## config.mk

```make
export PLATFORM = sky130hd
export DESIGN_NAME = table_random_in_range
export DESIGN_NICKNAME = d
export VERILOG_FILES = /design/src/sv/rir_pkg.sv /design/src/sv/table_random_in_range.sv /design/src/sv/rir_table.sv /design/src/sv/rir_div.sv
export SDC_FILE = /design/constraint.sdc
export NUM_CORES = 2
export LEC_CHECK = 0
export BUFFER_PORTS_ARGS = -buffer_cell sky130_fd_sc_hd__buf_2
export CAP_MARGIN = 20
export CORE_MARGIN = 3
export CORE_UTILIZATION = 38
export DETAILED_ROUTE_END_ITERATION = 16
export GPL_ROUTABILITY_DRIVEN = 0
export PLACE_DENSITY_LB_ADDON = 0.15
export SLEW_MARGIN = 20
export SYNTH_ARGS = -nofsm -noshare
export SYNTH_HDL_FRONTEND = slang
export SYNTH_SLANG_ARGS = --single-unit
```

## constraint.sdc

```tcl
create_clock -name clk -period 3.85 [get_ports clk]
set_input_delay 0.77 -clock clk [delete_from_list [all_inputs] [get_ports clk]]
set_output_delay 0.77 -clock clk [all_outputs]
set_load 0.03 [all_outputs]
```

## src/sv/rir_pkg.sv

```systemverilog
// Shared package for the table-driven random-in-range block.
// Holds field widths, opcode and path codes, and the transfer struct types.
// No dependencies.
package rir_pkg;

  localparam int DATA_W          = 8;
  localparam int OPCODE_W        = 2;
  localparam int PATH_W          = 2;
  localparam int TABLE_DEPTH_DEF = 256;

  // Opcodes of an input item.
  localparam logic [OPCODE_W-1:0] OP_WRITE     = 2'd0;
  localparam logic [OPCODE_W-1:0] OP_SET_INDEX = 2'd1;
  localparam logic [OPCODE_W-1:0] OP_DRAW      = 2'd2;

  // Which way a draw was resolved.
  localparam logic [PATH_W-1:0] PATH_BYPASS = 2'd0;
  localparam logic [PATH_W-1:0] PATH_RAW    = 2'd1;
  localparam logic [PATH_W-1:0] PATH_MODULO = 2'd2;

  localparam logic [DATA_W-1:0] BYTE_ALL_ONES = 8'hFF;
  localparam logic [DATA_W-1:0] BYTE_ZERO     = 8'h00;

  typedef struct packed {
    logic [OPCODE_W-1:0] opcode;
    logic [DATA_W-1:0]   range_low;
    logic [DATA_W-1:0]   range_high;
    logic [DATA_W-1:0]   entry_address;
    logic [DATA_W-1:0]   entry_value;
    logic [DATA_W-1:0]   new_index;
  } in_item_t;

  typedef struct packed {
    logic [DATA_W-1:0] random_value;
    logic [PATH_W-1:0] draw_path;
  } out_item_t;

endpackage

```

## src/sv/table_random_in_range.sv

```systemverilog
// Top level of the table-driven random-in-range block.
// Depends on rir_pkg, rir_table and rir_div.
//
// The block holds a 256-entry table of random bytes and a wrapping read index.
// A write-entry or set-index item is taken without a stall and returns nothing.
// A draw returns one result: a bypassed draw goes from IDLE to EMIT, a
// full-range draw through FETCH to EMIT, and a reduced draw through FETCH,
// DIVIDE and EMIT, where the bit-serial remainder unit retires one dividend
// bit per cycle; EMIT loads the result into the output register. Input is
// stalled from a draw's transfer until its result enters the output register
// (EMIT waits while the output stalls). One item is worked on at a time; a
// new item is taken while an earlier result still waits at the output. The
// table has no reset: a draw must only read entries written before.
module table_random_in_range
  import rir_pkg::*;
#(
  parameter int TABLE_DEPTH = TABLE_DEPTH_DEF
) (
  input  logic      clk,
  input  logic      rst,
  input  logic      in_valid,
  output logic      in_stall,
  input  in_item_t  in_item,
  output logic      out_valid,
  input  logic      out_stall,
  output out_item_t out_item
);

  localparam int AW = $clog2(TABLE_DEPTH);

  typedef enum logic [3:0] {
    S_IDLE   = 4'b0001,
    S_FETCH  = 4'b0010,
    S_DIVIDE = 4'b0100,
    S_EMIT   = 4'b1000
  } state_t;

  state_t            state;
  state_t            state_next;
  logic [DATA_W-1:0] read_index;
  logic [DATA_W-1:0] lo;
  logic [DATA_W-1:0] hi;
  logic [DATA_W-1:0] result;
  logic [PATH_W-1:0] path;

  logic              in_xfer;
  logic              out_free;
  logic              bypass;
  logic [DATA_W-1:0] span;
  logic [DATA_W-1:0] entry;
  logic              div_start;
  logic              div_busy;
  logic              div_done;
  logic [DATA_W-1:0] div_rem;

  assign in_stall = (state != S_IDLE);
  assign in_xfer  = in_valid && !in_stall;
  assign out_free = !out_valid || !out_stall;

  // Bounds that return the upper bound unchanged.
  assign bypass = (in_item.range_low == BYTE_ALL_ONES) ||
                  (in_item.range_high == BYTE_ZERO) ||
                  (in_item.range_high == in_item.range_low);
  assign span      = hi - lo;
  assign div_start = (state == S_FETCH) && (span != BYTE_ALL_ONES);

  rir_table #(
    .TABLE_DEPTH(TABLE_DEPTH)
  ) u_table (
    .clk     (clk),
    .wr_en   (in_xfer && (in_item.opcode == OP_WRITE)),
    .wr_addr (in_item.entry_address[AW-1:0]),
    .wr_data (in_item.entry_value),
    .rd_addr (read_index[AW-1:0]),
    .rd_data (entry)
  );

  rir_div u_div (
    .clk       (clk),
    .rst       (rst),
    .start     (div_start),
    .dividend  (entry),
    .divisor   (span + 1'b1),
    .busy      (div_busy),
    .done      (div_done),
    .remainder (div_rem)
  );

  // Sequencer.
  always_comb begin
    state_next = state;
    case (state)
      S_IDLE: begin
        if (in_xfer && (in_item.opcode == OP_DRAW)) begin
          state_next = bypass ? S_EMIT : S_FETCH;
        end
      end
      S_FETCH: begin
        state_next = div_start ? S_DIVIDE : S_EMIT;
      end
      S_DIVIDE: begin
        if (div_done) begin
          state_next = S_EMIT;
        end
      end
      S_EMIT: begin
        if (out_free) begin
          state_next = S_IDLE;
        end
      end
      default: state_next = S_IDLE;
    endcase
  end

  always_ff @(posedge clk) begin
    if (rst) begin
      state      <= S_IDLE;
      read_index <= '0;
    end else begin
      state <= state_next;
      if (in_xfer && (in_item.opcode == OP_SET_INDEX)) begin
        read_index <= in_item.new_index;
      end else if ((state == S_DIVIDE) && div_done) begin
        read_index <= read_index + 1'b1;
      end
    end
  end

  // Draw operands and result.
  always_ff @(posedge clk) begin
    if (state == S_IDLE) begin
      lo     <= in_item.range_low;
      hi     <= in_item.range_high;
      result <= in_item.range_high;
      path   <= PATH_BYPASS;
    end else if ((state == S_FETCH) && !div_start) begin
      result <= entry;
      path   <= PATH_RAW;
    end else if ((state == S_DIVIDE) && div_done) begin
      result <= div_rem + lo;
      path   <= PATH_MODULO;
    end
  end

  // Output register: a result is held until its transfer.
  always_ff @(posedge clk) begin
    if (rst) begin
      out_valid <= 1'b0;
    end else if ((state == S_EMIT) && out_free) begin
      out_valid <= 1'b1;
    end else if (!out_stall) begin
      out_valid <= 1'b0;
    end
  end

  always_ff @(posedge clk) begin
    if ((state == S_EMIT) && out_free) begin
      out_item.random_value <= result;
      out_item.draw_path    <= path;
    end
  end

`ifndef SYNTH
  a_done_in_divide: assert property (@(posedge clk) disable iff (rst)
    div_done |-> (state == S_DIVIDE))
    else $error("remainder finished outside the divide step");
  a_index_change: assert property (@(posedge clk) disable iff (rst)
    (!$past(rst) && (read_index != $past(read_index))) |->
    ($past(in_xfer && (in_item.opcode == OP_SET_INDEX)) ||
     $past((state == S_DIVIDE) && div_done)))
    else $error("read index changed without a set or a reduced draw");
  a_emit_loads: assert property (@(posedge clk) disable iff (rst)
    ((state == S_EMIT) && out_free) |=> (out_valid && (state == S_IDLE)))
    else $error("result not loaded into the output register");
  a_fetch_once: assert property (@(posedge clk) disable iff (rst)
    (state == S_FETCH) |=> (state != S_FETCH))
    else $error("table fetch lasted more than one cycle");
  a_divide_busy: assert property (@(posedge clk) disable iff (rst)
    ((state == S_DIVIDE) && !div_done) |-> div_busy)
    else $error("waiting on an idle remainder unit");
`endif

endmodule

```

## src/sv/rir_table.sv

```systemverilog
// Random byte table: one write port and one registered read port.
// Depends on rir_pkg for the data width.
module rir_table
  import rir_pkg::*;
#(
  parameter int TABLE_DEPTH = TABLE_DEPTH_DEF,
  localparam int AW = $clog2(TABLE_DEPTH)
) (
  input  logic              clk,
  input  logic              wr_en,
  input  logic [AW-1:0]     wr_addr,
  input  logic [DATA_W-1:0] wr_data,
  input  logic [AW-1:0]     rd_addr,
  output logic [DATA_W-1:0] rd_data
);

  logic [DATA_W-1:0] mem [TABLE_DEPTH];

  // Write port.
  always_ff @(posedge clk) begin
    if (wr_en) begin
      mem[wr_addr] <= wr_data;
    end
  end

  // Read port, data registered.
  always_ff @(posedge clk) begin
    rd_data <= mem[rd_addr];
  end

endmodule

```

## src/sv/rir_div.sv

```systemverilog
// Bit-serial restoring remainder unit: one dividend bit per cycle.
// Depends on rir_pkg for the data width.
module rir_div
  import rir_pkg::*;
(
  input  logic              clk,
  input  logic              rst,
  input  logic              start,
  input  logic [DATA_W-1:0] dividend,
  input  logic [DATA_W-1:0] divisor,
  output logic              busy,
  output logic              done,
  output logic [DATA_W-1:0] remainder
);

  localparam int CW = $clog2(DATA_W);
  localparam logic [CW-1:0] LAST_STEP = CW'(DATA_W - 1);

  logic [CW-1:0]     cnt;
  logic [DATA_W-1:0] quo;
  logic [DATA_W-1:0] dvs;
  logic [DATA_W:0]   trial;
  logic              fits;

  // Bring down the next dividend bit and try one subtraction.
  always_comb begin
    trial = {remainder, quo[DATA_W-1]};
    fits  = trial >= {1'b0, dvs};
  end

  // Step control.
  always_ff @(posedge clk) begin
    if (rst) begin
      busy <= 1'b0;
      done <= 1'b0;
      cnt  <= '0;
    end else begin
      done <= 1'b0;
      if (start) begin
        busy <= 1'b1;
        cnt  <= '0;
      end else if (busy) begin
        cnt <= cnt + 1'b1;
        if (cnt == LAST_STEP) begin
          busy <= 1'b0;
          done <= 1'b1;
        end
      end
    end
  end

  // Datapath shift registers.
  always_ff @(posedge clk) begin
    if (start) begin
      quo       <= dividend;
      dvs       <= divisor;
      remainder <= '0;
    end else if (busy) begin
      quo <= {quo[DATA_W-2:0], 1'b0};
      if (fits) begin
        remainder <= DATA_W'(trial - {1'b0, dvs});
      end else begin
        remainder <= trial[DATA_W-1:0];
      end
    end
  end

`ifndef SYNTH
  a_no_restart: assert property (@(posedge clk) disable iff (rst) start |-> !busy)
    else $error("remainder unit started while busy");
  a_done_after_busy: assert property (@(posedge clk) disable iff (rst) done |-> $past(busy))
    else $error("remainder done without a running division");
  a_rem_below_divisor: assert property (@(posedge clk) disable iff (rst)
    done |-> (remainder < dvs))
    else $error("remainder not below divisor");
`endif

endmodule

```

# After elaboration in Yosys (flattened, before gate mapping)
# Memory sizes are Yosys's and may differ from the RTL's. A register that Yosys moved wholly into a read port is not among the register bits.
# Index checks and enable logic that the tools add are counted.
# totals
ram_bits	2048
input_bits	46
out_inout_bits	12
wordCells	89
regBits	78
mem_count	1
# mem_list
name	depth	width	read_ports	rd_clocked_by_memory_dff	write_ports	line	rtl
u_table.mem	256	8	1	1	1	rir_table.sv:17	logic [DATA_W-1:0] mem [TABLE_DEPTH];
# classes
bitwise	1
order_cmp	1
muxes	24
n_reduce_logical	25
eq_ne	15
addsub	6
# op_table
cell	count
8-bit two-way mux	8
4-bit two-way mux	5
8-bit by 1-bit adder with 8-bit output, second input constant	2
4-bit one-hot mux with 4 select lines	1
8-bit subtractor	2
1-bit two-way mux	10
9-bit by 8-bit >= comparator with 1-bit output	1
8-bit adder	1
8-bit equality test	1
8-bit equality test, second input constant	1
1-bit logical AND	8
8-bit logical NOT	1
8-bit inequality test, second input constant	1
2-bit nonzero test	3
4-bit by 1-bit equality test with 1-bit output, second input constant	1
4-bit by 2-bit equality test with 1-bit output, second input constant	1
4-bit by 3-bit equality test with 1-bit output, second input constant	1
4-bit equality test, second input constant	1
1-bit logical NOT	4
2-bit by 1-bit inequality test with 1-bit output, second input constant	2
2-bit inequality test, second input constant	2
4-bit by 1-bit inequality test with 1-bit output, second input constant	1
2-bit OR reduction	2
3-bit by 1-bit adder with 3-bit output, second input constant	1
other kinds (9)	11

# Logic depth before layout (Yosys ltp)
# logic_depth
ltp_word	7
mapped_depth	14
ltp_nobuf	13

# Modules after synthesis
# From an unflattened synthesis, not the netlist that was laid out.
# hier_totals
hier_cells	4156
hier_area_um2	84118.2
# modules_own_cells
mod	instances	cells_per_inst	seq_area_each_um2	area_each_um2
rir_table	1	3733	61659.1	79556.3
table_random_in_range	1	269	1321.3	2887.8
rir_div	1	154	740.7	1674.1

# Worst setup path before layout
# No wires, ideal clock.
# synth_timing
path_type	register to register
from	register hi[0]
to	register result[0], enable pin
setup_time_ns	0.329
path_stages_with_launch	14
arrival_ns	2.709
required_ns	3.521
path_buffers	1
period_less_slack_ns	3.038
setup_slack_ns	0.812
cell_sequence	edfxtp_1 inv_1 ha_1 inv_1 fa_1 a21oi_1 o21ai_1 xor2_1 nand3_1 a211o_1 nor4b_2 buf_4 nor2_1 nand2_1
# synth_between
elab_chain_cells	6
# synth_lines
item	line	rtl
start, declared	table_random_in_range.sv:42	logic [DATA_W-1:0] hi;
start signal, assigned	table_random_in_range.sv:133	hi <= in_item.range_high;
8-bit subtractor	table_random_in_range.sv:64	assign span = hi - lo;
8-bit inequality test	table_random_in_range.sv:65	assign div_start = (state == S_FETCH) && (span != BYTE_ALL_ONES);
1-bit logical AND	table_random_in_range.sv:65	
1-bit logical NOT	table_random_in_range.sv:136	end else if ((state == S_FETCH) && !div_start) begin
1-bit logical AND	table_random_in_range.sv:136	
3-bit nonzero test (no line)	n/a	
end signal, assigned	table_random_in_range.sv:134	result <= in_item.range_high;
end signal, assigned	table_random_in_range.sv:137	result <= entry;
end signal, assigned	table_random_in_range.sv:140	result <= div_rem + lo;
end, declared	table_random_in_range.sv:43	logic [DATA_W-1:0] result;
# Every way passes these cells.
# A chain may end at the register's enable or synchronous reset.

==> impl_metrics.toml <==
[run_status]
outcome = "finished, final reports clean"

[job]
max_cap_violations = 0

[cells_and_area]
area_growth_pct = 17.6
final_util = 0.450
fin_nets = 4773
drive_above_1_share = 0.297
final_area_sq_um = 98900
stdcell_count = 7854
n_fill_cell = 18900

[sta]
slew_violations = 0
rsz0062_at_grt = "no"
min_period_ns = 3.66
final_hold_viol_count = 0
max_freq_mhz = 273
max_slew_margin = 0.245
fin_skew_ns = 0.0591
finalSetupViolCount = 0
fin_crit_sh = 0.950
hold_ws_ns = 0.141
tns_ns = 0
setup_ws_ns = 0.193
worst_slew_pin_slew_ns = 1.13

[grt]
grt_pass1_wl_mm = 342
grt_pass1_vias = 43700
grt_start_max_net_pins = 125
grt_overflow = 0
antenna_found_initial = 14
grt_usage = 0.211

[drt]
drt_iter0_markers = 4852
drc = 0
first_pass_iters = 5
vias_per_cell = 5.50
via_count = 43200
wirelength_mm = 241
ant_nets = 0
routedWlPerCell_um = 30.7

[die]
placementRows = 172
dieWidth_um = 476
initial_utilization = 0.382
ios = 58
fp.dieArea_sq_um = 227000
core_area_sq_um = 220000
dieHeight_um = 476

[clocking]
post-cts-setup-buffer-count = 0
cts_resized = 0
cts_buffer_depth = 3
clkTransAtPathRegs_ns = 0.07
cts_tree = "built"
clock_sinks = 2134
hold_buffers = 0
cts_buffers = 221
root_buffer = "clkbuf_16"
cts_max_level = 4
clk_latency_ns = 0.88

[setup_path]
cp-end-kind = "register"
worst-endpoint-arrival_ns = 4.39
crit_type = "register to register"
path_max_fanout = 25
startpoint = "read_index[1]"
slowest_delay_ns = 0.77
path_cells = "buf_12 > nor2b_4 > buf_4 > a22o_1 > a2111oi_0 > a211oi_1 > a311oi_1 > a21o_1 > o31ai_1 > o21ai_1"
worstReg2RegStart = "read_index[1]"
critPathLaunchType = "register"
critPathSlowestCell = "dfxtp_4"
crit_required_ns = 4.59

[synth]
synth_cell_types = 73
synthArstFlopShare = 0
synth_top_cell_area_share = 0.749
synth.area.top_cells = "edfxtp_1 75%, mux4_2 13%, mux2i_1 2.3%, nor2_1 1.5%, dfxtp_1 0.86%"
syn_inst = 4131
syn_nets = 4207
yosysWarnings = 0
synth_area_leader_cell = "edfxtp_1"
ys_seq_area_frac = 0.758
syn_area_per_cell_sq_um = 20.4
syn-cell-area_sq_um = 84100
synth_edf_count = 2098
synth_ff_type = "edfxtp_1"
synth.ff_latch_count = 2134

[placed_design]
dpl.cell_count = 7432
post_dp_cell_area_sq_um = 91500
dp_hpwl_mm = 156
dp_slack_ns = 0.197
io_buffers = 57

[worst_hold_path]
worstHoldStart = "in_item[36]"
hp-class = "input port to register"

[power_and_ir_drop]
powerDensity_nw_per_um2 = 505
finalPower_mw = 49.9
p_leak_nw = 30.7
ir_drop_mv = 0.468
-- critical path: cells and delay by family, from the launching register on --
family	cells	cell delay (ns)
AO/OA/AOI/OAI	7	1.75
buffers and inverters	2	0.57
flip-flops	1	0.77
AND/OR/NAND/NOR	1	0.38
-- registers in the layout, indices dropped and copies added (netlist names), 2 cells and up --
name	cells
u_table.mem	2048
out_item	10
hi	8
lo	8
read_index	8
result	8
u_div.dvs	8
u_div.quo	8
u_div.remainder	8
u_table.rd_data	8
state	4
u_div.cnt	3
path	2
-- cell type report --
cell class	instances	area, sq um	share of cell area
Multi-Input combinational cell	1735	19000	0.193
Clock inverter	144	1570	0.0159
Sequential cell	2134	63700	0.645
Antenna cell	4	10.0	0.000101
Tap cell	2958	3700	0.0374
Inverter	31	116	0.00118
Clock buffer	274	5790	0.0585
Timing Repair Buffer	574	4920	0.0498
-- cell families after synthesis --
| group | synth area share |
|---|---|
| mux | 0.157 |
| fa+ha+maj | 0.00473 |
| xor+xnor | 0.00354 |
| flops | 0.758 |
| buf+inv | 0.0168 |
| compound gates | 0.0291 |
| simple gates | 0.0314 |
-- per-layer routing --
metal / up-vias / track usage / wire length (um)
li1: 18200 / - / -
met1: 23300 / 0.304 / 106000
met2: 1351 / 0.337 / 116000
met3: 312 / 0.0359 / 15000
met4: 6 / 0.0482 / 4850
met5: - / 0 / 54
-- path summary, 6_finish.rpt --
kind / endpoint / slack [ns] / cells after the start
hold reg to reg: out_item[2] / 0.42 / 0
setup reg to reg: u_table.rd_data[2] / 0.19 / 10
hold / removal: lo[4] / 0.14 / 1
setup / recovery: u_table.rd_data[2] / 0.19 / 10
-- power breakdown --
part           switching (mW)  internal (mW)
Clock                    9.27           12.1
Combinational            1.76           1.05
Sequential              0.143           25.6
-- synthesized netlist by cell type (all sizes together) (6+ instances only) --
cell / number
xnor2: 27
nor3: 24
mux2: 11
dfxtp: 36
a31oi: 13
nor2: 335
nor2b: 35
o21ai: 61
inv: 31
o211ai: 13
clkbuf: 88
a211oi: 28
edfxtp: 2098
nand2: 117
a22oi: 17
nand3: 30
o221ai: 16
a221oi: 33
and2: 6
a311oi: 7
nand2b: 21
ha: 27
xor2: 7
nor4: 9
a21oi: 94
mux2i: 197
o22ai: 24
buf: 143
mux4: 492
a21o: 10
-- placed cells by master, fill, tap and decap left out, types with 47 or more instances in the layout --
master / Yosys / final
edfxtp_1: 2098 / 2098
mux4_2: 492 / 492
buf_4: 26 / 463
nor2_1: 335 / 334
clkbuf_16: 0 / 221
mux2i_1: 197 / 197
nand2_1: 116 / 107
a21oi_1: 94 / 94
o21ai_0: 56 / 56
buf_12: 3 / 54
buf_2: 70 / 49
clkbuf_1: 88 / 47
Power figures use the tool's default switching activity.
